`config.mk`:
```
export PLATFORM = sky130hd
export DESIGN_NAME = sdsr_out
export DESIGN_NICKNAME = d
export VERILOG_FILES = /design/src/rtl/core/sdsr_pkg.sv /design/src/rtl/core/sdsr_out.sv
export SDC_FILE = /design/constraint.sdc
export NUM_CORES = 1
export LEC_CHECK = 0
export BUFFER_PORTS_ARGS = -buffer_cell sky130_fd_sc_hd__buf_2
export CAP_MARGIN = 10
export CORE_MARGIN = 4
export CORE_UTILIZATION = 45
export DETAILED_ROUTE_END_ITERATION = 7
export PLACE_DENSITY = 0.66
export SETUP_SLACK_MARGIN = 0.1
export SKIP_CTS_REPAIR_TIMING = 1
export SLEW_MARGIN = 25
export SYNTH_ARGS = -nofsm -noshare
export SYNTH_HDL_FRONTEND = slang
export SYNTH_SLANG_ARGS = --single-unit
```
`constraint.sdc`:
```
create_clock -name aclk -period 3.1 [get_ports aclk]
set_input_delay 0.62 -clock aclk [delete_from_list [all_inputs] [get_ports aclk]]
set_output_delay 0.62 -clock aclk [all_outputs]
set_load 0.1 [all_outputs]
```
`src/rtl/core/sdsr_pkg.sv`:
```
// Shared types, constants and the CRC-16 step for the SD SPI card responder.
// Used by every module of the responder core but sdsr_ram; depends on nothing else.
package sdsr_pkg;

    // Card image store.
    localparam int ADDR_W       = 15;
    localparam int STORE_BYTES  = 1 << ADDR_W;
    localparam int BLOCK_BYTES  = 512;
    localparam int STORE_BLOCKS = STORE_BYTES / BLOCK_BYTES;
    localparam int IMAGE_BLOCKS = 64;
    localparam int BLOCK_LIMIT  = (IMAGE_BLOCKS < STORE_BLOCKS) ? IMAGE_BLOCKS : STORE_BLOCKS;
    localparam int BLOCK_W      = 23;

    // Read transfer: start token, one block of data, two CRC bytes.
    localparam int POS_W       = 10;
    localparam int READ_LENGTH = BLOCK_BYTES + 1 + 2;

    // Fixed bytes on the line.
    localparam logic [7:0] START_TOKEN = 8'hFE;
    localparam logic [7:0] IDLE_BYTE   = 8'hFF;
    localparam logic [7:0] R1_IDLE     = 8'h01;
    localparam logic [7:0] R1_ILLEGAL  = 8'h04;
    localparam logic [7:0] R1_READY    = 8'h00;
    localparam logic [7:0] FRAME_MASK  = 8'hC0;
    localparam logic [7:0] FRAME_START = 8'h40;

    // Command indexes (low six bits of the first command byte).
    localparam logic [5:0] CMD_GO_IDLE       = 6'h00;
    localparam logic [5:0] CMD_SEND_IF_COND  = 6'h08;
    localparam logic [5:0] CMD_STOP_TRANS    = 6'h0C;
    localparam logic [5:0] CMD_READ_SINGLE   = 6'h11;
    localparam logic [5:0] CMD_APP_CMD       = 6'h37;
    localparam logic [5:0] ACMD_SEND_OP_COND = 6'h29;

    localparam logic [15:0] CRC_POLY = 16'h1021;

    // Source of the returned byte.
    typedef enum logic [1:0] {
        SEL_LIT,
        SEL_MEM,
        SEL_CRC_HI,
        SEL_CRC_LO
    } miso_sel_t;

    // Instruction for the output stage, one per exchanged word.
    typedef struct packed {
        miso_sel_t  sel;
        logic [7:0] lit;
        logic       data_phase;
        logic       crc_upd;
        logic       crc_clr;
    } byte_op_t;

    // One byte into a CRC-16 (MSB first).
    function automatic logic [15:0] crc_add(input logic [15:0] crc, input logic [7:0] b);
        logic [15:0] c;
        c = crc ^ {b, 8'h00};
        for (int i = 0; i < 8; i++) begin
            if (c[15]) begin
                c = {c[14:0], 1'b0} ^ CRC_POLY;
            end else begin
                c = {c[14:0], 1'b0};
            end
        end
        return c;
    endfunction

endpackage

```
`src/rtl/core/sdsr_out.sv`:
```
// Output stage: picks the returned byte from the image read, a literal or the CRC,
// folds data bytes into the CRC and holds the result word. Uses sdsr_pkg.
module sdsr_out (
    input  logic               aclk,
    input  logic               aresetn,
    input  logic               load,
    input  sdsr_pkg::byte_op_t op_in,
    input  logic [7:0]         rd_data,
    output logic               take_ok,
    input  logic               m_ready,
    output logic               m_valid,
    output logic [7:0]         m_miso_byte,
    output logic               m_data_phase
);

    logic               s1_valid_reg;
    sdsr_pkg::byte_op_t s1_op_reg;
    logic [15:0]        crc_reg, crc_next;
    logic               m_valid_reg;
    logic [7:0]         miso_reg;
    logic               data_reg;
    logic               adv;
    logic [7:0]         miso;

    assign adv          = !m_valid_reg || m_ready;
    assign take_ok      = !s1_valid_reg || adv;
    assign m_valid      = m_valid_reg;
    assign m_miso_byte  = miso_reg;
    assign m_data_phase = data_reg;

    // Byte selection for the word in the middle stage.
    always_comb begin
        case (s1_op_reg.sel)
            sdsr_pkg::SEL_LIT:    miso = s1_op_reg.lit;
            sdsr_pkg::SEL_MEM:    miso = rd_data;
            sdsr_pkg::SEL_CRC_HI: miso = crc_reg[15:8];
            sdsr_pkg::SEL_CRC_LO: miso = crc_reg[7:0];
            default:              miso = s1_op_reg.lit;
        endcase
        crc_next = crc_reg;
        if (s1_valid_reg && adv) begin
            if (s1_op_reg.crc_clr) begin
                crc_next = '0;
            end else if (s1_op_reg.crc_upd) begin
                crc_next = sdsr_pkg::crc_add(crc_reg, miso);
            end
        end
    end

    // Control of both stages and the running CRC.
    always_ff @(posedge aclk) begin
        if (!aresetn) begin
            s1_valid_reg <= 1'b0;
            m_valid_reg  <= 1'b0;
            crc_reg      <= '0;
        end else begin
            crc_reg <= crc_next;
            if (take_ok) begin
                s1_valid_reg <= load;
            end
            if (adv) begin
                m_valid_reg <= s1_valid_reg;
            end
        end
    end

    // Payload registers.
    always_ff @(posedge aclk) begin
        if (take_ok && load) begin
            s1_op_reg <= op_in;
        end
        if (adv && s1_valid_reg) begin
            miso_reg <= miso;
            data_reg <= s1_op_reg.data_phase;
        end
    end

    a_stall_cause: assert property (@(posedge aclk) disable iff (!aresetn)
        !take_ok |-> s1_valid_reg && m_valid_reg && !m_ready)
        else $error("input stalled without a full pipeline");
    a_stage_held: assert property (@(posedge aclk) disable iff (!aresetn)
        s1_valid_reg && !adv |=> s1_valid_reg && $stable(s1_op_reg))
        else $error("middle stage lost a word while stalled");
    a_data_sel: assert property (@(posedge aclk) disable iff (!aresetn)
        s1_valid_reg && s1_op_reg.sel != sdsr_pkg::SEL_LIT |-> s1_op_reg.data_phase)
        else $error("data or CRC byte outside the data phase");
    a_crc_ops: assert property (@(posedge aclk) disable iff (!aresetn)
        s1_valid_reg |-> !(s1_op_reg.crc_clr && s1_op_reg.crc_upd))
        else $error("CRC cleared and updated at once");

endmodule

```
==> run summary, run 1 <==
Summing internal, switching and leakage power gives 1.16 mW. The adder-cell share of the synthesized area was 0; the sequential share of the synthesized area was 0.484. In the routed layout, each cell is associated on average with a via count of 5.64. The number of nets with antenna violations after routing is 0, and the number of max-slew violations in the final report is 0. For the pin with the worst max-slew slack, the measured transition is 722 ps. The number of unique standard cell types used by synthesis is 31. The tools report the category of the worst setup path launch point as a flop. The final wirelength came out at 4.33 mm. The starting density of the core is 0.475. The tools report the placer congestion estimate as 0.886.

The flip-flop count of the largest register after layout is 16. Area share of the largest cell type after synthesis: 0.313. DRC violations left: 0.

Entering global routing, the biggest net connects 28 pins. The worst clock skew came out at 5.23 ps. The xor and xnor fraction of the mapped netlist area works out to 0.114. STA classifies the critical path endpoint as a flop.

After clock tree synthesis, the clock-pin slew on the worst setup and hold paths is 80 ps. Dividing the detail-routed wire length by the instance count gives 16.9 um. The core region is 4440 um2. The type of the worst setup path is reg2reg. The worst path required time was 3280 ps. The largest buffer count on any clock path was 2. Subtracting the final worst setup slack from the clock period gives 2210 ps. The tools report the register area as 1020 um2. The floorplan has 24 rows.

The tools report the maximum clock frequency as 0.452 GHz. The mapped netlist covers 2110 um2. After global routing the overflow that remains totals 0. The global router's overall resource usage is 0.156. Sorting the synthesized cells by how often they occur yields 22 x sky130_fd_sc_hd__edfxtp_1, 18 x sky130_fd_sc_hd__dfxtp_1, 12 x sky130_fd_sc_hd__xnor2_1. The maximum net fanout on the critical path was 13; the total I/O pin count was 36. Input and output buffers added on the ports amount to 35. The post-synthesis mux area share is 0.123, and the number of nets in the final layout is 228. In this run the worst hold path is classified as reg2reg.

The total number of yosys warnings is 0. The flow ran to the end, and the final reports show no timing, DRC or antenna violations. For this run, the detailed router's first-pass iteration total came to 4. The synthesized-area fraction occupied by ao, oa, aoi and oai cells is 0.101, and the growth of design area from synthesis to finish is 11.9%.

The number of antenna diodes in the final layout is 0. The worst-case vdd ir drop was 0.000200 V. For the number of buffers created by CTS, the log shows 5. The dominant cell by count in the synthesized netlist was sky130_fd_sc_hd__edfxtp_1. The run gives 0 ps as the final total negative setup slack.

The floorplan step set the die height to 76.5 um. The final-report hold violation count is 0, and the register bit count reported by yosys is 40. The number of enable-type register cells in the synthesized netlist was 22; the synthesized instance count was 168. The static leakage was 0.863 nW.

By area the synthesized netlist is led by sky130_fd_sc_hd__edfxtp_1 31%, sky130_fd_sc_hd__dfxtp_1 17%, sky130_fd_sc_hd__mux4_2 8.5%. The tool flagged a number of max-cap violations equal to 0. Data arrival at the endpoint of the critical path: 2400 ps. TritonCTS built the clock tree. The run gives 7.16 mm as the first-pass GRT wire length. Setup violations remaining at the end of the flow were counted as 0.

For the clock latency on the worst-skew pair, the log shows 290 ps. The proportion of synthesized flip-flops having asynchronous set or reset is 0. Setup repair after global routing left no endpoint under its margin. For this block, the via count after detailed routing is 1445. The number of filler cells placed in the layout came out at 392. The width of the die was 76.5 um. The logs give 0.518 for the remaining max-slew budget at the tightest pin and 3.04 mm for the total half-perimeter wirelength after legalization and detailed placement. The die covers 5850 um2. In the synthesized netlist the dominant register cell turns out to be sky130_fd_sc_hd__edfxtp_1. The basic-gate share of the synthesized area counting and, or, nand and nor cells is 0.133, and the ratio of total power to cell area is 490 nW/um2.

By area, the combinational part of the netlist is dominated by simple AND/OR/NAND/NOR gates. Period utilization: 0.714. The mean cell area of the mapped netlist is 12.6 um2. The multi-input combinational cells in the finished layout cover a total of 996 um2. Of all cell types, the one taking the most synthesized area is sky130_fd_sc_hd__edfxtp_1. The number of clock sinks was 40. After the first detailed-routing iteration, the DRC count stood at 49. The logs give 0 for the initial antenna violation count and 193 for the synthesized net count. The number of H-tree branching levels came out at 2.

The run gives 1435 as the via count of the first global-routing pass. CTS placed an instance of sky130_fd_sc_hd__clkbuf_8 at the clock tree root. Fraction of layout cells with a size suffix above 1: 0.299.
[per-layer routing]
layer / vias up / wire length [um] / GRT usage
met3: 9 / 224 / 0.0414
met2: 37 / 2080 / 0.245
met4: 0 / 91 / 0.0652
li1: 693 / - / -
met5: - / 0 / 0
met1: 706 / 1930 / 0.202
[worst max-delay path, cell delays in order (launching register included)]
cell and delay (ps):
sky130_fd_sc_hd__edfxtp_1 490, sky130_fd_sc_hd__buf_4 320, sky130_fd_sc_hd__mux2i_1 240, sky130_fd_sc_hd__xor2_1 90
sky130_fd_sc_hd__o22ai_1 290, sky130_fd_sc_hd__xor2_2 270, sky130_fd_sc_hd__nor3b_1 90, sky130_fd_sc_hd__a311o_1 310
[power by group]
group / internal (mW) / switching [mW] / total, mW
clock network: 0.154 / 0.178 / 0.331
registers: 0.588 / 0.0207 / 0.608
logic: 0.0787 / 0.137 / 0.216
total: 0.820 / 0.336 / 1.16
[cells in the final DEF (no fill, tap or decap), drive strengths merged, types with 4 or more instances in the layout]
master  netlist  routed
buf           2      38
dfxtp        18      18
nor2b        10      10
o22ai         4       4
xor2         13      13
and2          6       6
mux4          8       8
nor3b         6       6
o21ai         7       7
o22a          4       4
mux2i         8       8
nand4         4       4
edfxtp       22      22
nand2         7       7
nor2          5       5
xnor2        12      12
nand3         9       9
clkbuf        8       6
o211ai        4       4
[final timing paths]
| path | startpoint | endpoint | slack (ps) | cells past startpoint |
|---|---|---|---|---|
| max | s1_op_reg[11]$_DFFE_PP_ | crc_reg[6]$_SDFFE_PN0P_ | 890 | 7 |
| min | s1_op_reg[2]$_DFFE_PP_ | m_data_phase$_DFFE_PP_ | 430 | 0 |
| max reg2reg | s1_op_reg[11]$_DFFE_PP_ | crc_reg[6]$_SDFFE_PN0P_ | 890 | 7 |
| min reg2reg | s1_op_reg[2]$_DFFE_PP_ | m_data_phase$_DFFE_PP_ | 430 | 0 |
[stage by stage]
step	cell area, um2	worst slack [ps]	hold slack (ps)	utilization	std cells
2_1_floorplan	2110	406	400	-	168
3_3_place_gp	2280	927	418	0.513	248
3_5_place_dp	2280	869	414	0.513	248
4_1_cts	2360	860	433	0.531	256
5_1_grt	2360	683	456	0.531	256
6_report	2360	887	427	0.531	256
[layout make-up]
cell class                 count  area share
tap                           52      0.0276
multi-input combinational    118       0.422
sequential                    40       0.433
clock buffer                   6      0.0308
clock inverter                 2     0.00318
timing repair buffer          38      0.0838
[cells by family (layout without fill, tap and decap cells)]
kind of cell,count (synthesis),count (layout)
flops,40,40
xor+xnor,25,25
mux,16,16
buf+inv,10,46
compound gates,28,28
simple gates,49,49
Note: power is estimated with default switching activity, not from simulation.
==> run 2, diff against run 1 <==
Clock period 3.1 ns to 2.05 ns, I/O delays scaled along.
==> run summary, run 2 (same netlist as run 1, synthesis figures left out) <==
The routed length per placed instance was 16.8 um (-0.47%). The flip-flop count of the largest register after layout is 16 (unchanged). The number of iterations in the first detailed-routing pass was 4 (unchanged). Remaining max-slew budget at the tightest pin: 0.675 (+0.157). TritonCTS built the clock tree. The leading cell type in the layout, fill and taps excluded was sky130_fd_sc_hd__buf_2.

The pin slew with the least headroom to its limit is 490 ps (-232 ps). The worst path required time came out at 2230 ps (-1050 ps). Worst-case vdd ir drop: 0.000346 V (+73%). In the layout the commonest cells are 35 x sky130_fd_sc_hd__buf_2, 22 x sky130_fd_sc_hd__edfxtp_1, 17 x sky130_fd_sc_hd__dfxtp_1, 15 x sky130_fd_sc_hd__buf_4, 12 x sky130_fd_sc_hd__xnor2_1. The met2 usage was 0.286 (+0.0413). The width of the die works out to 76.5 um (unchanged). The run gives 7.51 mm (+4.9%) as the first-pass GRT wire length. The tools report the number of H-tree branching levels as 2 (unchanged). The logs give 0 (unchanged) for the total of max-cap violations and 0 (unchanged) for the number of endpoints failing setup at the final stage.

The logs give 0.0461 (+0.00473) for the met3 demand-to-capacity share in global routing and 0 (unchanged) for the antenna cell count. The tools report the total vias in the final route as 1520 (+5.2%). For the placement row count, the log shows 24 (unchanged). The run gives 0 (unchanged) as the total congestion overflow after global routing. Setup repair after global routing could not meet its margin everywhere.

Via count of the first global-routing pass: 1506 (+4.9%). The setup path with the least slack is of type reg2reg. The DRC violation total after the first TritonRoute iteration is 65 (+33%), and the register area is 1020 um2 (+0.37%). The maximum net fanout on the critical path is 14 (+1).

Final wirelength: 4.54 mm (+5.0%). The die height was 76.5 um (unchanged). Final critical delay including setup and external delays: 1880 ps (-338 ps). For the clock latency on the worst-skew pair, the log shows 290 ps (about the same). Classification of the worst-slack hold path: in2reg. Post-layout instance count excluding filler cells: 270 (+5.5%). The number of buffers created by CTS was 5 (unchanged); the setup slack of the critical path after layout was 175 ps (-712 ps). The maximum clock frequency was 0.533 GHz (+18%); the die area was 5850 um2 (unchanged).

The met1 capacity usage during global routing is 0.194 (-0.00782). The total half-perimeter wirelength after legalization and detailed placement is 3.21 mm (+5.6%), and the core footprint is 4440 um2 (unchanged). The run gives 0 (unchanged) as the DRC violations left. The tools report the cell count after placement as 252 (+1.6%).

The number of max-slew violations in the final report was 0 (unchanged); the static leakage was 0.975 nW (+13%). For the placer congestion estimate, the log shows 0.835 (-5.8%). The starting density of the core was 0.475 (unchanged). Total non-filler cell area in the finished layout: 2620 um2 (+11%). Worst hold path cell count: 1 (+1). For the data arrival at the endpoint of the critical path, the log shows 2060 ps (-340 ps). The layer flagged by global routing as most heavily used is met2. The number of filler cells placed in the layout came out at 360 (-8.2%). The tools report the number of nets with antenna violations after routing as 0 (unchanged). The area occupied by multi-input gates was 1090 um2 (+9.5%); the growth of design area from synthesis to finish was 24.0%. The run gives 2350 um2 (+3.1%) as the instance area at placement.

The initial antenna violation count was 0 (unchanged); the largest buffer count on any clock path was 2 (unchanged). The cell chosen for the clock root is sky130_fd_sc_hd__clkbuf_8. The ratio of total power to cell area was 747 nW/um2 (+52%). The total I/O pin count is 36 (unchanged), and the worst clock skew is 3.15 ps (-2.07 ps). Clock transition time at the flip-flop clock pins of the worst setup and hold paths: 80 ps (about the same).

The count of input and output buffers is 35 (unchanged). The depth of the worst register-to-register path is 7 (unchanged), and the final-report hold violation count is 0 (unchanged). The period utilization is 0.915 (+0.201), and the ratio of routed vias to standard cells is 5.63 (-0.26%). The number of clock sinks came out at 40 (unchanged). The worst setup slack before clock tree synthesis came out at 84.9 ps (-785 ps).

Fraction of layout cells with a size suffix above 1: 0.404 (+0.105). The final total negative setup slack is 0 ps (unchanged). The worst setup path is launched from a flop. For the number of nets in the final layout, the log shows 242 (+6.1%).

The run gives 28 (unchanged) as the largest net degree at the start of global routing. The worst setup path is captured at a flop. For the global router's overall resource usage, the log shows 0.162 (+0.00646). The flow ran to the end, and the final reports show no timing, DRC or antenna violations.
[run 2: final timing paths]
path                              to                     from  slack (ps)
max reg2reg  crc_reg[5]$_SDFFE_PN0P_  s1_op_reg[11]$_DFFE_PP_         170
max          crc_reg[5]$_SDFFE_PN0P_  s1_op_reg[11]$_DFFE_PP_         170
min           s1_op_reg[4]$_DFFE_PP_                 op_in[4]         290
min reg2reg   m_data_phase$_DFFE_PP_   s1_op_reg[2]$_DFFE_PP_         440
[run 2: cell type report]
| cell class | instances | area share |
|---|---|---|
| clock buffer | 6 | 0.0277 |
| clock inverter | 2 | 0.0134 |
| multi-input combinational | 118 | 0.417 |
| sequential | 40 | 0.392 |
| tap | 52 | 0.0249 |
| timing repair buffer | 52 | 0.125 |
[run 2: critical path: stages (launching register included)]
cell and delay (ps):
sky130_fd_sc_hd__edfxtp_1 420, sky130_fd_sc_hd__buf_12 180, sky130_fd_sc_hd__mux2i_1 190, sky130_fd_sc_hd__xor2_1 220, sky130_fd_sc_hd__o22ai_2 150, sky130_fd_sc_hd__xor2_4 180
sky130_fd_sc_hd__nor3b_1 150, sky130_fd_sc_hd__a311o_1 270
[run 2: layer usage]
layer  share of wire  vias up
li1                -      726
met1            0.42      748
met2            0.52       39
met3           0.048        7
met4           0.011        0
met5               0        -
[run 2: through the flow]
step | total power, mW | hold slack (ps) | util
after floorplan | 1.20 | 400 | -
after global placement | 1.28 | 418 | 0.529
after detailed placement | 1.28 | 426 | 0.529
after CTS | 1.92 | 281 | 0.553
after global routing | 2.03 | 276 | 0.589
final | 1.95 | 289 | 0.589
[run 2: power breakdown]
group / internal [mW] / switching (mW)
Sequential: 0.888 / 0.0320
Clock: 0.361 / 0.273
Combinational: 0.168 / 0.232
Total: 1.42 / 0.537
==> run 3, diff against run 2 <==
Settings changed: MAX_ROUTING_LAYER set to met4, RECOVER_POWER set to 25, REMOVE_ABC_BUFFERS set to 1.
==> run summary, run 3 (same netlist as run 1, synthesis figures left out) <==
Via count of the first global-routing pass: 1498 (-0.53%). For the met1 capacity usage during global routing, the log shows 0.179 (-0.0145). The number of endpoints failing setup at the final stage was 0 (unchanged); the DRC violation total after the first TritonRoute iteration was 100 (+54%).

The logs give 276 (+2.2%) for the post-layout instance count excluding filler cells and 0.475 (unchanged) for the starting density of the core. Setup repair after global routing left no endpoint under its margin. The initial antenna violation count is 0 (unchanged).

First-pass GRT wire length: 7.18 mm (-4.3%). The critical path is of the reg2reg type. The fraction of layout cells with a size suffix above 1 is 0.375 (-0.0287). For the met3 demand-to-capacity share in global routing, the log shows 0.0426 (-0.00355). The library cell used most frequently in the layout, excluding fill and tap cells, is sky130_fd_sc_hd__buf_2. Traced cell by cell, the critical path runs through buf_12 -> mux2i_1 -> xor2_1 -> o22a_2 -> xor2_2 -> nor3b_1 -> a311o_1.

The run gives 40 (unchanged) as the number of clock sinks. The top cell types in the final layout, fill and taps aside, are 35 x sky130_fd_sc_hd__buf_2, 22 x sky130_fd_sc_hd__edfxtp_1, 21 x sky130_fd_sc_hd__buf_4, 18 x sky130_fd_sc_hd__dfxtp_1, 12 x sky130_fd_sc_hd__xnor2_1. Final critical delay including setup and external delays: 1870 ps (-9.29 ps). The tools report the global router's overall resource usage as 0.160 (-0.00169). The tools report the number of iterations in the first detailed-routing pass as 4 (unchanged).

Compared with the post-synthesis result, the final layout area differs by 20.9%. For the die area, the log shows 5850 um2 (unchanged). The run gives 2230 ps (about the same) as the worst path required time. The total vias in the final route came out at 1557 (+2.4%). The clock latency on the worst-skew pair was 290 ps (about the same); the clock transition time at the flip-flop clock pins of the worst setup and hold paths was 70 ps (about the same). The tree is rooted in a sky130_fd_sc_hd__clkbuf_8. The tools report the total I/O pin count as 36 (unchanged).

The routed length per placed instance was 16.6 um (-1.5%); the number of max-slew violations in the final report was 0 (unchanged). The number of nets with antenna violations after routing was 0 (unchanged). The pin slew with the least headroom to its limit is 741 ps (+251 ps). The final worst hold slack was 292 ps (+2.60 ps); the number of buffer and inverter stages on the critical path was 1 (unchanged). Maximum clock frequency: 0.536 GHz (+0.50%). Layer with the highest usage after global routing: met2.

Placement row count: 24 (unchanged). The depth of the worst register-to-register path is 7 (unchanged). The final total negative setup slack is 0 ps (unchanged), and the data arrival at the endpoint of the critical path is 2040 ps (-20 ps). TritonCTS built the clock tree. For the remaining max-slew budget at the tightest pin, the log shows 0.506 (-0.169).

The category of the worst setup path capture point was a flop. The die height is 76.5 um (unchanged), and the placer congestion estimate is 0.812 (-2.8%). For the core footprint, the log shows 4440 um2 (unchanged). The period utilization is 0.910 (-0.00453).

Flip-flop count of the largest register after layout: 16 (unchanged). The static leakage is 0.961 nW (-1.4%), and the number of logic stages on the critical path including buffering is 7 (unchanged). The logs give 0 (unchanged) for the total congestion overflow after global routing and 3.39 ps (+0.232 ps) for the worst clock skew. The cell count after placement is 256 (+1.6%), and the largest net degree at the start of global routing is 27 (-3.6%).

The number of nets in the final layout was 248 (+2.5%); the worst-case vdd ir drop was 0.000293 V (-15%). The number of buffers created by CTS is 5 (unchanged). The classification of the worst-slack hold path was in2reg. The DRC violations left is 0 (unchanged), and the worst hold path cell count is 1 (unchanged). The ratio of total power to cell area is 706 nW/um2 (-5.5%).

The tools report the largest buffer count on any clock path as 2 (unchanged). For the final-report hold violation count, the log shows 0 (unchanged). The power after layout came out at 1.80 mW (-7.9%). The top cell family by delay on the critical path is compound AO/OA/AOI/OAI gates. The width of the die works out to 76.5 um (unchanged). Ratio of routed vias to standard cells: 5.64 (+0.21%).

The number of H-tree branching levels came out at 2 (unchanged). For the total of max-cap violations, the log shows 0 (unchanged). The critical path's largest stage delay was 380 ps (-40 ps). The maximum net fanout on the critical path came out at 17 (+3).

The slowest stage of the critical path is the sky130_fd_sc_hd__edfxtp_1 cell. The tools report the total half-perimeter wirelength after legalization and detailed placement as 3.17 mm (-1.2%). The run finished with clean final reports. The worst setup path is launched from a flop.

For the met2 usage, the log shows 0.272 (-0.0141). Count of input and output buffers: 35 (unchanged). The tools report the worst-case register-to-register setup slack as 180 ps (about the same). The logs give 0 (unchanged) for the antenna cell count and 4.57 mm (+0.66%) for the final wirelength.
==> run 3: through the flow <==
| stage | worst slack [ps] | area (um2) | utilization |
|---|---|---|---|
| 2_1_floorplan | -644 | 2020 | - |
| 3_3_place_gp | 167 | 2350 | 0.529 |
| 3_5_place_dp | 123 | 2350 | 0.529 |
| 4_1_cts | 98.9 | 2430 | 0.547 |
| 5_1_grt | 103 | 2550 | 0.574 |
| 6_report | 184 | 2550 | 0.574 |
==> run 3: layout make-up <==
cell class	count	area (um2)
fill	380	1890
multi-input combinational	118	1030
sequential	40	1020
timing repair buffer	58	357
clock buffer	7	76.3
tap	52	65.1
clock inverter	1	3.75
==> run 3: layer usage <==
metal	vias to the layer above	part of all wire	wire length, um
met5	-	0	0
met2	37	0.52	2400
met1	778	0.41	1880
li1	733	-	-
met3	9	0.042	194
met4	0	0.023	106
==> run 3: worst paths after layout <==
kind / from / endpoint
worst max-delay path: s1_op_reg[11]$_DFFE_PP_ / crc_reg[6]$_SDFFE_PN0P_
worst min-delay path: op_in[5] / s1_op_reg[5]$_DFFE_PP_
worst max register to register: s1_op_reg[11]$_DFFE_PP_ / crc_reg[6]$_SDFFE_PN0P_
worst min register to register: s1_op_reg[2]$_DFFE_PP_ / m_data_phase$_DFFE_PP_
==> run 3: report_power, final <==
part	internal, mW	leakage (nW)	total [mW]	switching [mW]
Combinational	0.163	0.563	0.391	0.228
Clock	0.237	0.0399	0.493	0.256
Sequential	0.889	0.359	0.915	0.0269
Total	1.29	0.961	1.80	0.511
