<file path="src/rtl/core/sdsr_pkg.sv">
// Shared types, constants and the CRC-16 step for the SD SPI card responder.
// Used by every module of the responder core but sdsr_ram; depends on nothing else.
package sdsr_pkg;

    // Card image store.
    localparam int ADDR_W       = 15;
    localparam int STORE_BYTES  = 1 << ADDR_W;
    localparam int BLOCK_BYTES  = 512;
    localparam int STORE_BLOCKS = STORE_BYTES / BLOCK_BYTES;
    localparam int IMAGE_BLOCKS = 64;
    localparam int BLOCK_LIMIT  = (IMAGE_BLOCKS < STORE_BLOCKS) ? IMAGE_BLOCKS : STORE_BLOCKS;
    localparam int BLOCK_W      = 23;

    // Read transfer: start token, one block of data, two CRC bytes.
    localparam int POS_W       = 10;
    localparam int READ_LENGTH = BLOCK_BYTES + 1 + 2;

    // Fixed bytes on the line.
    localparam logic [7:0] START_TOKEN = 8'hFE;
    localparam logic [7:0] IDLE_BYTE   = 8'hFF;
    localparam logic [7:0] R1_IDLE     = 8'h01;
    localparam logic [7:0] R1_ILLEGAL  = 8'h04;
    localparam logic [7:0] R1_READY    = 8'h00;
    localparam logic [7:0] FRAME_MASK  = 8'hC0;
    localparam logic [7:0] FRAME_START = 8'h40;

    // Command indexes (low six bits of the first command byte).
    localparam logic [5:0] CMD_GO_IDLE       = 6'h00;
    localparam logic [5:0] CMD_SEND_IF_COND  = 6'h08;
    localparam logic [5:0] CMD_STOP_TRANS    = 6'h0C;
    localparam logic [5:0] CMD_READ_SINGLE   = 6'h11;
    localparam logic [5:0] CMD_APP_CMD       = 6'h37;
    localparam logic [5:0] ACMD_SEND_OP_COND = 6'h29;

    localparam logic [15:0] CRC_POLY = 16'h1021;

    // Source of the returned byte.
    typedef enum logic [1:0] {
        SEL_LIT,
        SEL_MEM,
        SEL_CRC_HI,
        SEL_CRC_LO
    } miso_sel_t;

    // Instruction for the output stage, one per exchanged word.
    typedef struct packed {
        miso_sel_t  sel;
        logic [7:0] lit;
        logic       data_phase;
        logic       crc_upd;
        logic       crc_clr;
    } byte_op_t;

    // One byte into a CRC-16 (MSB first).
    function automatic logic [15:0] crc_add(input logic [15:0] crc, input logic [7:0] b);
        logic [15:0] c;
        c = crc ^ {b, 8'h00};
        for (int i = 0; i < 8; i++) begin
            if (c[15]) begin
                c = {c[14:0], 1'b0} ^ CRC_POLY;
            end else begin
                c = {c[14:0], 1'b0};
            end
        end
        return c;
    endfunction

endpackage

</file>
<file path="src/rtl/core/sdsr_cmd.sv">
// Command framing and reply sequencer: gathers commands, tracks the read transfer
// and issues image reads. Uses sdsr_pkg.
module sdsr_cmd #(
    parameter int IMAGE_BLOCKS = sdsr_pkg::IMAGE_BLOCKS
) (
    input  logic                         aclk,
    input  logic                         aresetn,
    input  logic                         xfer,
    input  logic                         card_open,
    input  logic [7:0]                   host_byte,
    output sdsr_pkg::byte_op_t           op,
    output logic                         rd_en,
    output logic [sdsr_pkg::ADDR_W-1:0]  rd_addr
);

    typedef enum logic [2:0] {
        PH_CMD       = 3'd0,
        PH_REPLY     = 3'd1,
        PH_APP_CMD   = 3'd2,
        PH_APP_REPLY = 3'd3,
        PH_READ      = 3'd4
    } phase_t;

    localparam int SLOT_W = 3;
    localparam int BLK_LO_W = sdsr_pkg::ADDR_W - 9;
    localparam int BLOCK_LIMIT = (IMAGE_BLOCKS < sdsr_pkg::STORE_BLOCKS) ?
                                 IMAGE_BLOCKS : sdsr_pkg::STORE_BLOCKS;

    phase_t                        phase_reg, phase_next;
    logic [sdsr_pkg::POS_W-1:0]    pos_reg, pos_next;
    logic [sdsr_pkg::BLOCK_W-1:0]  block_reg, block_next;
    logic [7:0]                    cmd_reg [6];
    logic                          cmd_we;
    logic [SLOT_W-1:0]             slot;
    logic [sdsr_pkg::POS_W-1:0]    pos_m1;
    logic                          block_ok;

    assign pos_m1   = pos_reg - sdsr_pkg::POS_W'(1);
    assign block_ok = block_reg < sdsr_pkg::BLOCK_W'(BLOCK_LIMIT);
    assign slot     = (pos_reg > sdsr_pkg::POS_W'(5)) ? '0 : pos_reg[SLOT_W-1:0];
    assign rd_addr  = {block_reg[BLK_LO_W-1:0], pos_m1[8:0]};

    // Next state and the op handed to the output stage.
    always_comb begin
        phase_next    = phase_reg;
        pos_next      = pos_reg;
        block_next    = block_reg;
        cmd_we        = 1'b0;
        rd_en         = 1'b0;
        op.sel        = sdsr_pkg::SEL_LIT;
        op.lit        = host_byte;
        op.data_phase = 1'b0;
        op.crc_upd    = 1'b0;
        op.crc_clr    = 1'b0;
        if (card_open) begin
            op.lit = sdsr_pkg::IDLE_BYTE;
        end else if (xfer) begin
            case (phase_reg)
                PH_CMD, PH_APP_CMD: begin
                    cmd_we   = 1'b1;
                    pos_next = sdsr_pkg::POS_W'(slot) + sdsr_pkg::POS_W'(1);
                    if (slot == '0 &&
                        (host_byte & sdsr_pkg::FRAME_MASK) != sdsr_pkg::FRAME_START) begin
                        pos_next = '0;
                    end
                    if (pos_next == sdsr_pkg::POS_W'(6)) begin
                        phase_next = (phase_reg == PH_CMD) ? PH_REPLY : PH_APP_REPLY;
                    end
                end
                PH_REPLY: begin
                    phase_next = PH_CMD;
                    pos_next   = '0;
                    case (cmd_reg[0][5:0])
                        sdsr_pkg::CMD_GO_IDLE, sdsr_pkg::CMD_STOP_TRANS: begin
                            op.lit = sdsr_pkg::R1_IDLE;
                        end
                        sdsr_pkg::CMD_SEND_IF_COND: begin
                            op.lit = sdsr_pkg::R1_ILLEGAL;
                        end
                        sdsr_pkg::CMD_READ_SINGLE: begin
                            op.lit     = sdsr_pkg::R1_READY;
                            op.crc_clr = 1'b1;
                            block_next = {cmd_reg[1], cmd_reg[2], cmd_reg[3][7:1]};
                            phase_next = PH_READ;
                        end
                        sdsr_pkg::CMD_APP_CMD: begin
                            phase_next = PH_APP_CMD;
                        end
                        default: begin
                        end
                    endcase
                end
                PH_APP_REPLY: begin
                    phase_next = PH_CMD;
                    pos_next   = '0;
                    if (cmd_reg[0][5:0] == sdsr_pkg::ACMD_SEND_OP_COND) begin
                        op.lit = sdsr_pkg::R1_READY;
                    end
                end
                PH_READ: begin
                    op.data_phase = 1'b1;
                    if (pos_reg == '0) begin
                        op.lit = sdsr_pkg::START_TOKEN;
                    end else if (pos_reg <= sdsr_pkg::POS_W'(sdsr_pkg::BLOCK_BYTES)) begin
                        op.crc_upd = 1'b1;
                        if (block_ok) begin
                            op.sel = sdsr_pkg::SEL_MEM;
                            rd_en  = 1'b1;
                        end else begin
                            op.lit = sdsr_pkg::IDLE_BYTE;
                        end
                    end else if (pos_reg == sdsr_pkg::POS_W'(sdsr_pkg::BLOCK_BYTES + 1)) begin
                        op.sel = sdsr_pkg::SEL_CRC_HI;
                    end else begin
                        op.sel = sdsr_pkg::SEL_CRC_LO;
                    end
                    pos_next = pos_reg + sdsr_pkg::POS_W'(1);
                    if (pos_next >= sdsr_pkg::POS_W'(sdsr_pkg::READ_LENGTH)) begin
                        phase_next = PH_CMD;
                        pos_next   = '0;
                    end
                end
                default: begin
                    phase_next = PH_CMD;
                    pos_next   = '0;
                end
            endcase
        end
    end

    // Sequencer state.
    always_ff @(posedge aclk) begin
        if (!aresetn) begin
            phase_reg <= PH_CMD;
            pos_reg   <= '0;
            block_reg <= '0;
        end else begin
            phase_reg <= phase_next;
            pos_reg   <= pos_next;
            block_reg <= block_next;
        end
    end

    // Gathered command bytes.
    always_ff @(posedge aclk) begin
        if (cmd_we) begin
            cmd_reg[slot] <= host_byte;
        end
    end

    a_gather_pos: assert property (@(posedge aclk) disable iff (!aresetn)
        (phase_reg == PH_CMD || phase_reg == PH_APP_CMD) |-> pos_reg <= sdsr_pkg::POS_W'(5))
        else $error("gather position out of range");
    a_read_pos: assert property (@(posedge aclk) disable iff (!aresetn)
        phase_reg == PH_READ |-> pos_reg < sdsr_pkg::POS_W'(sdsr_pkg::READ_LENGTH))
        else $error("read position out of range");
    a_mem_only_in_read: assert property (@(posedge aclk) disable iff (!aresetn)
        rd_en |-> phase_reg == PH_READ && xfer && block_ok)
        else $error("image read outside a block read");

endmodule

</file>
<file path="config.mk">
export PLATFORM = sky130hd
export DESIGN_NAME = sdsr_cmd
export DESIGN_NICKNAME = d
export VERILOG_FILES = /design/src/rtl/core/sdsr_pkg.sv /design/src/rtl/core/sdsr_cmd.sv
export SDC_FILE = /design/constraint.sdc
export NUM_CORES = 1
export LEC_CHECK = 0
export ABC_AREA = 1
export ABC_CLOCK_PERIOD_IN_PS = 3200
export BUFFER_PORTS_ARGS = -buffer_cell sky130_fd_sc_hd__buf_2
export CORE_MARGIN = 2
export CORE_UTILIZATION = 45
export CTS_CLUSTER_DIAMETER = 150
export DETAILED_ROUTE_END_ITERATION = 16
export HOLD_SLACK_MARGIN = 0.02
export SLEW_MARGIN = 40
export SYNTH_ARGS = -nofsm -noshare
export SYNTH_HDL_FRONTEND = slang
export SYNTH_SLANG_ARGS = --single-unit
</file>
<file path="constraint.sdc">
create_clock -name aclk -period 3.2 [get_ports aclk]
set_clock_uncertainty 0.15 [all_clocks]
set_input_delay 0.64 -clock aclk [delete_from_list [all_inputs] [get_ports aclk]]
set_output_delay 0.64 -clock aclk [all_outputs]
set_load 0.01 [all_outputs]
</file>
==> results of run 1 <==
per-layer routing:
layer / up-vias / global-route usage [%] / share of wire [%]
met3: 11 / 5.092 / 3.7
li1: 1461 / - / -
met5: - / 0 / 0
met2: 47 / 32.96 / 48
met4: 0 / 7.821 / 1.9
met1: 1317 / 25.03 / 47
cells by family after synthesis:
| family | Yosys count | synth area share, % |
|---|---|---|
| adders and majority gates | 7 | 2.603 |
| buffers and inverters | 63 | 8.330 |
| DFF | 65 | 47.30 |
| xor gates and xnor gates | 4 | 1.041 |
| and+or+nand+nor | 238 | 32.35 |
| AOI/OAI and AO/OA | 50 | 8.368 |
worst max-delay path: cells and delay by family (launching register included):
family / cells / cell delay [ns]
fa+ha+maj: 1 / 0.21
flops: 1 / 0.37
simple gates: 10 / 1.07
buf+inv: 2 / 0.23
cell usage in the layout (no fill, tap or decap), types with 7 or more instances in the layout:
cell / n
buf_2: 40
nand2_1: 89
inv_1: 36
dfxtp_1: 34
nand2_2: 9
nor2_2: 10
nand4_1: 7
o21ai_0: 29
nor2_1: 74
inv_2: 8
nand3_1: 26
clkbuf_8: 9
a21oi_1: 12
edfxtp_1: 29
area by class of cell:
| cell class | instances | share of cell area, % |
|---|---|---|
| repair buffers | 46 | 6.399 |
| well taps | 99 | 3.232 |
| clock inverters | 4 | 0.6856 |
| flip-flops and latches | 65 | 41.59 |
| clock buffers | 12 | 4.081 |
| inverters | 46 | 4.505 |
| multi-input cells | 299 | 39.50 |
worst paths after layout:
| path | startpoint | endpoint | slack (ns) | depth (start not counted) |
|---|---|---|---|---|
| hold reg to reg | block_reg[2] | block_reg[2] | 0.33 | 2 |
| setup / recovery | pos_reg[1] | op[9] | 0.20 | 13 |
| hold / removal | block_reg[2] | block_reg[2] | 0.33 | 2 |
| setup reg to reg | pos_reg[1] | phase_reg[1] | 0.49 | 19 |
report_power, final:
| group | internal (W) | switching, W | total [W] |
|---|---|---|---|
| Combinational | 0.0000346 | 0.0000689 | 0.000104 |
| Sequential | 0.000872 | 0.00000460 | 0.000877 |
| Clock | 0.000327 | 0.000315 | 0.000643 |
repair_timing:
| action | in CTS | in global routing |
|---|---|---|
| resized for setup | 0 | 8 |
| buffers inserted | 0 | 1 |
| endpoints found under the setup margin | 0 | 12 |
| endpoints found under the hold margin | 0 | 0 |
stage by stage:
step	power [W]	hold slack (ns)	setup TNS, ns
finish	0.001623	0.3282	0
global route	0.001691	0.3610	-0.001900
CTS	0.001638	0.3381	0
detailed placement	0.0009967	0.3211	0
global placement	0.0009960	0.3073	0
floorplan	0.0009532	0.3054	0
cells in the mapped netlist, types with 2 or more instances:
master    number  share of area [%]
xor2_1         4                1.0
edfxtp_1      29                 26
ha_1           7                2.6
dfxtp_1       36                 21
nor2_1        74                8.3
nand2_2        8                1.5
nand4_1        7                1.3
nand2_1       90                 10
nor2_4         2               0.67
inv_1         37                4.1
nand3_1       27                4.0
clkinv_1       2               0.22
nor3_1         6               0.89
nand3_2        5                1.5
buf_4          9                2.0
o21ai_0       29                4.3
nor4_1         4               0.74
clkbuf_1       5               0.56
nor2_2        11                2.0
o21a_1         2               0.45
inv_2          7               0.78
o21bai_1       2               0.45
a21oi_1       12                1.8
==> summary.txt, run 1 <==
Placement
  • Gpl congestion: 0.8481
  • Input/output buffers: 40
  • Dpl hpwl: 5695 um
  • Placed insts: 554
  • Placed Area: 3618 um^2
  • Pre-CTS WS: 0.3133 ns

Finish
  • # nets final: 486
  • Antenna Cells: 0
  • Share of post-route cells with drive strength above 1: 22.03%
  • Fin util: 52.84%
  • Largest register FFs: 29
  • Register area: 1594 um^2
  • Layout fillers: 755
  • Multi-input logic area: 1514 um^2
  • Fin area: 3832 um^2
  • Final Non-Filler Cells: 571
  • Area grow syn2layout: 13.91%

Timing
  • Count of final setup violators: 0
  • Final WS setup: 0.1967 ns
  • Slew headroom: 58.06%
  • Peak Freq: 333.0 MHz
  • Pins over their slew limit: 0
  • Final Hold Violating Endpoints: 0
  • Tcrit/Tclk final: 93.85%
  • Final min period: 3.003 ns
  • Worst Tran Pin Value: 0.6268 ns

Worst setup path
  • CP Cell Sequence: inv_2, ha_2, nand3_2, nor3_4, nand3_2, nand2_2, nand2_1, nand2_2, nand3_2, nand2_1, nand2_1, nand2_1, buf_2
  • Critical Path RT: 2.41 ns
  • Largest stage delay on the critical path: 0.37 ns
  • Slowest-stage cell, CP: dfxtp_2
  • WS Path Type: reg2out
  • Critical Path End Type: output pin
  • CP Launch Type: register
  • Crit-path max FO: 7
  • WP data arrival: 2.21 ns
  • Most used cell, CP: nand2_1

Floorplanning
  • Die Ht: 90.47 um
  • Row count: 31
  • Initial Util: 46.39%
  • Io pins: 41
  • Die width: 90.47 um
  • Die ar.: 8184 um^2
  • Core area: 7253 um^2

Drt
  • Pre-antenna DRT Iters: 4
  • Routed Antenna Nets: 0
  • Via Count: 2,836
  • Vias/cell: 4.967
  • DRC Markers: 0
  • DRT Wirelength: 7642 um
  • Iteration-0 DRC Markers: 156
  • DR WL/cell: 13.38 um

Global route
  • Grt total ovfl: 0
  • Initial antenna violation count: 0
  • First-pass GRT wire length: 12,830 um
  • Number of global-route vias before repair: 2,699
  • GRT Total Usage: 19.96%
  • Pin count of the biggest net entering global routing: 27

Run
  • Max-cap viol count: 0

CTS
  • CTS tree: built
  • Max Buffers Root-to-Sink: 2
  • CTS root buf: clkbuf_8
  • CTS hold repair buffers: 0
  • CTS Buf Count: 9
  • H-tree depth reported by CTS: 3
  • Clock slew at reported path FFs: 0.07 ns
  • Clk sink count: 65
  • Clk_lat worst skew: 0.34 ns

Power
  • VDD IR max: 0.1704 mV
  • Leakage: 1.619 nW
  • Pwr/cell area: 423.5 nW/um^2

Synth
  • Async S/R FF share, synth: 0%
  • #FFs+latches synth: 65
  • Ys Warns: 0
  • Cells after Synth: 427
  • Cell Area, Synth: 3364 um^2
  • Syn avg cell area: 7.879 um^2
  • Most used DFF post-synth: dfxtp_1
  • Register area share after synthesis: 47.30%
  • Post-Syn Nets: 446
  • Number of synthesized flops with an enable pin: 29
  • Yosys cell types: 35

Run status
  • Status: completed

Min path
  • Hold Crit Class: reg2reg
Note: power is estimated with default switching activity, not from simulation.
==> run 2, diff against run 1 <==
--- a/config.mk
+++ b/config.mk
@@ -12,7 +12,9 @@
 export CORE_UTILIZATION = 45
 export CTS_CLUSTER_DIAMETER = 150
 export DETAILED_ROUTE_END_ITERATION = 16
+export GPL_TIMING_DRIVEN = 0
 export HOLD_SLACK_MARGIN = 0.02
+export REMOVE_ABC_BUFFERS = 1
 export SLEW_MARGIN = 40
 export SYNTH_ARGS = -nofsm -noshare
 export SYNTH_HDL_FRONTEND = slang
==> summary.txt, run 2 (synthesis results as in run 1) <==
Finish
  • Layout fillers: 724
  • Largest register FFs: 29
  • Share of post-route cells with drive strength above 1: 23.14%
  • Register area: 1598 um^2
  • Fin util: 53.27%
  • Multi-input logic area: 1548 um^2
  • # nets final: 485
  • Area grow syn2layout: 14.84%
  • Antenna Cells: 0
  • Leading cell types in the layout, fill and taps excluded: nand2_1, nor2_1, buf_2
  • Fin area: 3864 um^2
  • Most common cell after layout, fill and taps aside: nand2_1
  • Final Non-Filler Cells: 570

Drt
  • Routed Antenna Nets: 0
  • Vias/cell: 4.967
  • Via Count: 2,831
  • DRC Markers: 0
  • DR WL/cell: 13.63 um
  • Iteration-0 DRC Markers: 114
  • DRT Wirelength: 7768 um
  • Pre-antenna DRT Iters: 4

Placement
  • Dpl hpwl: 5554 um
  • Gpl congestion: 0.8729
  • Placed Area: 3581 um^2
  • Placed insts: 549
  • Input/output buffers: 40

Timing
  • Final min period: 3.067 ns
  • Peak Freq: 326.1 MHz
  • Count of final setup violators: 0
  • Pins over their slew limit: 0
  • Final Hold Violating Endpoints: 0
  • Slew headroom: 48.66%
  • Tcrit/Tclk final: 95.83%
  • Hold slack: 0.3281 ns
  • Worst Tran Pin Value: 0.7673 ns

Floorplanning
  • Die ar.: 8184 um^2
  • Die width: 90.47 um
  • Core area: 7253 um^2
  • Io pins: 41
  • Initial Util: 46.39%
  • Die Ht: 90.47 um
  • Row count: 31

CTS
  • Clock slew at reported path FFs: 0.08 ns
  • Clk sink count: 65
  • Clk_lat worst skew: 0.34 ns
  • CTS root buf: clkbuf_8
  • CTS tree: built
  • H-tree depth reported by CTS: 3
  • Max Buffers Root-to-Sink: 2
  • CTS Buf Count: 9

Worst setup path
  • WS Path Type: reg2out
  • Critical Path End Type: output pin
  • WP data arrival: 2.28 ns
  • Crit-path max FO: 7
  • CP Launch Type: register
  • Critical Path RT: 2.41 ns

Power
  • Flop pwr share: 54.1%
  • Switching share of power: 26.24%
  • VDD IR max: 0.1747 mV
  • Clock Power Share: 39.2%
  • Leakage: 1.611 nW
  • Internal power: 0.001195 W
  • Combinational Power Share: 6.7%
  • Pwr/cell area: 419.3 nW/um^2
  • Psw: 0.0004252 W
  • Pwr Total: 0.001620 W

Global route
  • Pin count of the biggest net entering global routing: 27
  • Initial antenna violation count: 0
  • Grt total ovfl: 0
  • First-pass GRT wire length: 13,190 um
  • GRT Total Usage: 20.15%
  • Number of global-route vias before repair: 2,746

Run status
  • Status: completed

Min path
  • Hold Crit Class: reg2reg

Run
  • Max-cap viol count: 0
[run 2: power groups by stage]
stage	Combinational [W]	Clock (W)	Sequential [W]
3_3_place_gp	0.0000997	0	0.000895
3_5_place_dp	0.000100	0	0.000895
6_report	0.000109	0.000635	0.000876
5_1_grt	0.000122	0.000690	0.000877
2_1_floorplan	0.0000558	0	0.000894
4_1_cts	0.000103	0.000654	0.000877
[run 2: worst paths after layout]
check,start,to,slack (ns),cells after the start
setup / recovery,pos_reg[1],op[10],0.13,12
setup reg to reg,pos_reg[5],phase_reg[1],0.51,16
hold reg to reg,block_reg[5],block_reg[5],0.33,2
hold / removal,block_reg[5],block_reg[5],0.33,2
[run 2: area by class of cell]
| cell class | count | share of cell area, % |
|---|---|---|
| multi-input cells | 299 | 40.06 |
| clock inverters | 7 | 1.360 |
| well taps | 99 | 3.206 |
| repair buffers | 45 | 6.153 |
| inverters | 46 | 4.663 |
| flip-flops and latches | 65 | 41.35 |
| clock buffers | 9 | 3.206 |
[run 2: stage by stage]
step | setup slack (ns) | TNS (ns)
after floorplan | 0.5925 | 0
after global placement | 0.1296 | 0
after detailed placement | 0.1399 | 0
after CTS | 0.001898 | 0
after global routing | -0.02029 | -0.02258
final | 0.1334 | 0
[run 2: worst max-delay path, stage by stage, from the launching register on]
cell and delay, ns:
dfxtp_4 0.39, inv_4 0.09, ha_4 0.16, nand3_4 0.10, nor3_4 0.21, nand3_2 0.16, nand2_2 0.11, nand2_1 0.09
nand2_2 0.14, buf_4 0.12, a31oi_2 0.11, nand2_1 0.11, buf_2 0.14
[run 2: repair_timing]
item                       CTS  global route
buffers inserted             1             4
pin swaps                    0             4
gates resized for setup      7            12
hold buffers                 0             0
setup endpoints to repair   10            10
[run 2: routing by layer]
layer  global-route usage [%]  vias up  share of wire [%]
met1                    26.35     1309                 47
met4                    6.538        0                1.5
met2                    33.77       44                 48
li1                         -     1467                  -
met3                    3.673       11                3.4
met5                        0        -                  0
==> run 3, diff against run 2 <==
--- a/config.mk
+++ b/config.mk
@@ -6,7 +6,7 @@
 export NUM_CORES = 1
 export LEC_CHECK = 0
 export ABC_AREA = 1
-export ABC_CLOCK_PERIOD_IN_PS = 3200
+export ABC_CLOCK_PERIOD_IN_PS = 3920
 export BUFFER_PORTS_ARGS = -buffer_cell sky130_fd_sc_hd__buf_2
 export CORE_MARGIN = 2
 export CORE_UTILIZATION = 45
==> constraint.sdc (replaced) <==
create_clock -name aclk -period 3.92 [get_ports aclk]
set_clock_uncertainty 0.15 [all_clocks]
set_input_delay 0.784 -clock aclk [delete_from_list [all_inputs] [get_ports aclk]]
set_output_delay 0.784 -clock aclk [all_outputs]
set_load 0.01 [all_outputs]
==> summary.txt, run 3 (synthesis results as in run 1) <==
Drt
  • Via Count: 2,806
  • Routed Antenna Nets: 0
  • DRT Wirelength: 7682 um
  • Top sig layer: met4
  • DR WL/cell: 13.60 um
  • Iteration-0 DRC Markers: 113
  • Met1 Wirelength: 3707 um
  • DRC Markers: 0
  • Vias/cell: 4.966
  • Pre-antenna DRT Iters: 4
  • Met3 routed wirelength: 224 um
  • WL met2: 3645 um

CTS
  • CTS Buf Count: 9
  • Clk_lat worst skew: 0.34 ns
  • CTS tree: built
  • Clk sink count: 65
  • Clock slew at reported path FFs: 0.09 ns
  • CTS hold repair buffers: 0
  • Post-CTS setup buffers: 0
  • H-tree depth reported by CTS: 3
  • # resized after CTS: 0
  • CTS root buf: clkbuf_8
  • Max Buffers Root-to-Sink: 2

Floorplanning
  • Io pins: 41
  • Row count: 31
  • Die width: 90.47 um
  • Die ar.: 8184 um^2
  • Initial Util: 46.39%
  • Core area: 7253 um^2
  • Die Ht: 90.47 um

Worst setup path
  • Critical Path End Type: output pin
  • CP Launch Type: register
  • WP data arrival: 2.59 ns
  • WS Path Type: reg2out
  • Crit-path max FO: 24
  • Critical Path RT: 2.99 ns

Global route
  • Pin count of the biggest net entering global routing: 27
  • GRT Total Usage: 19.80%
  • Initial antenna violation count: 0
  • First-pass GRT wire length: 12,970 um
  • Grt total ovfl: 0
  • Number of global-route vias before repair: 2,718

Finish
  • Area grow syn2layout: 11.68%
  • Register area: 1592 um^2
  • Most common cell after layout, fill and taps aside: nand2_1
  • Fin util: 51.80%
  • Antenna Cells: 0
  • Layout fillers: 723
  • # nets final: 480
  • Largest register FFs: 29
  • Multi-input logic area: 1493 um^2
  • Share of post-route cells with drive strength above 1: 20.17%
  • Leading cell types in the layout, fill and taps excluded: nand2_1, nor2_1, buf_2

Min path
  • Hold Crit Class: reg2reg

Placement
  • Gpl congestion: 0.8729
  • Dpl hpwl: 5554 um
  • Input/output buffers: 40

Power
  • Leakage: 1.570 nW
  • VDD IR max: 0.1409 mV
  • Pwr/cell area: 350.1 nW/um^2

Timing
  • Final min period: 3.524 ns
  • Final Hold Violating Endpoints: 0
  • Tcrit/Tclk final: 89.90%
  • Hold slack: 0.3301 ns
  • TNS Setup: 0 ns
  • Slew headroom: 48.36%
  • Count of final setup violators: 0
  • Pins over their slew limit: 0
  • Peak Freq: 283.7 MHz
  • Worst Tran Pin Value: 0.7717 ns
  • Unrepaired setup endpoints after global routing: false

Run status
  • Status: completed

Run
  • Max-cap viol count: 0
-- run 3: cell count changes in the layout (fill, tap and decap cells not counted), sizes merged --
cell / before / now
buf: 45 / 40
-- run 3: power by group --
part	switching (W)	internal [W]
Combinational	0.0000557	0.0000262
Clock	0.000284	0.000234
Sequential	0.00000400	0.000712
-- run 3: cell type report --
cell class                      instances  share of cell area (%)
Clock buffer                            9                   3.297
Clock inverter                          7                   1.399
Inverter                               46                   4.595
Multi-Input combinational cell        299                   39.73
Sequential cell                        65                   42.36
Tap cell                               99                   3.297
Timing Repair Buffer                   40                   5.328
-- run 3: per-stage QoR --
step	setup WS, ns	instance area [um^2]	power (W)	instances
6_report	0.3958	3757	0.001315	565
5_1_grt	0.1388	3757	0.001372	565
3_3_place_gp	0.5616	3581	0.0008123	549
4_1_cts	0.3601	3757	0.001331	565
3_5_place_dp	0.5719	3581	0.0008128	549
2_1_floorplan	1.052	3257	0.0007757	410
-- run 3: path summary, 6_finish.rpt --
check                           slack (ns)         start      endpoint  cells after the start
worst max register to register        0.96    pos_reg[0]  phase_reg[1]                     19
worst max-delay path                  0.40  phase_reg[0]         op[0]                      9
worst min register to register        0.33  block_reg[5]  block_reg[5]                      2
worst min-delay path                  0.33  block_reg[5]  block_reg[5]                      2
-- run 3: critical path, cell delays in order, from the launching register on --
cell and delay (ns):
dfxtp_1 0.39, inv_1 0.09, nor2_2 0.15, inv_2 0.06, nor2_2 0.13, inv_2 0.06, nor2_1 0.14, nand2_1 0.45
inv_2 0.55, buf_2 0.22
-- run 3: per-layer routing --
| layer | up-vias | GRT usage [%] |
|---|---|---|
| li1 | 1456 | - |
| met3 | 11 | 3.673 |
| met5 | - | 0 |
| met4 | 0 | 6.795 |
| met1 | 1286 | 26.13 |
| met2 | 53 | 32.65 |
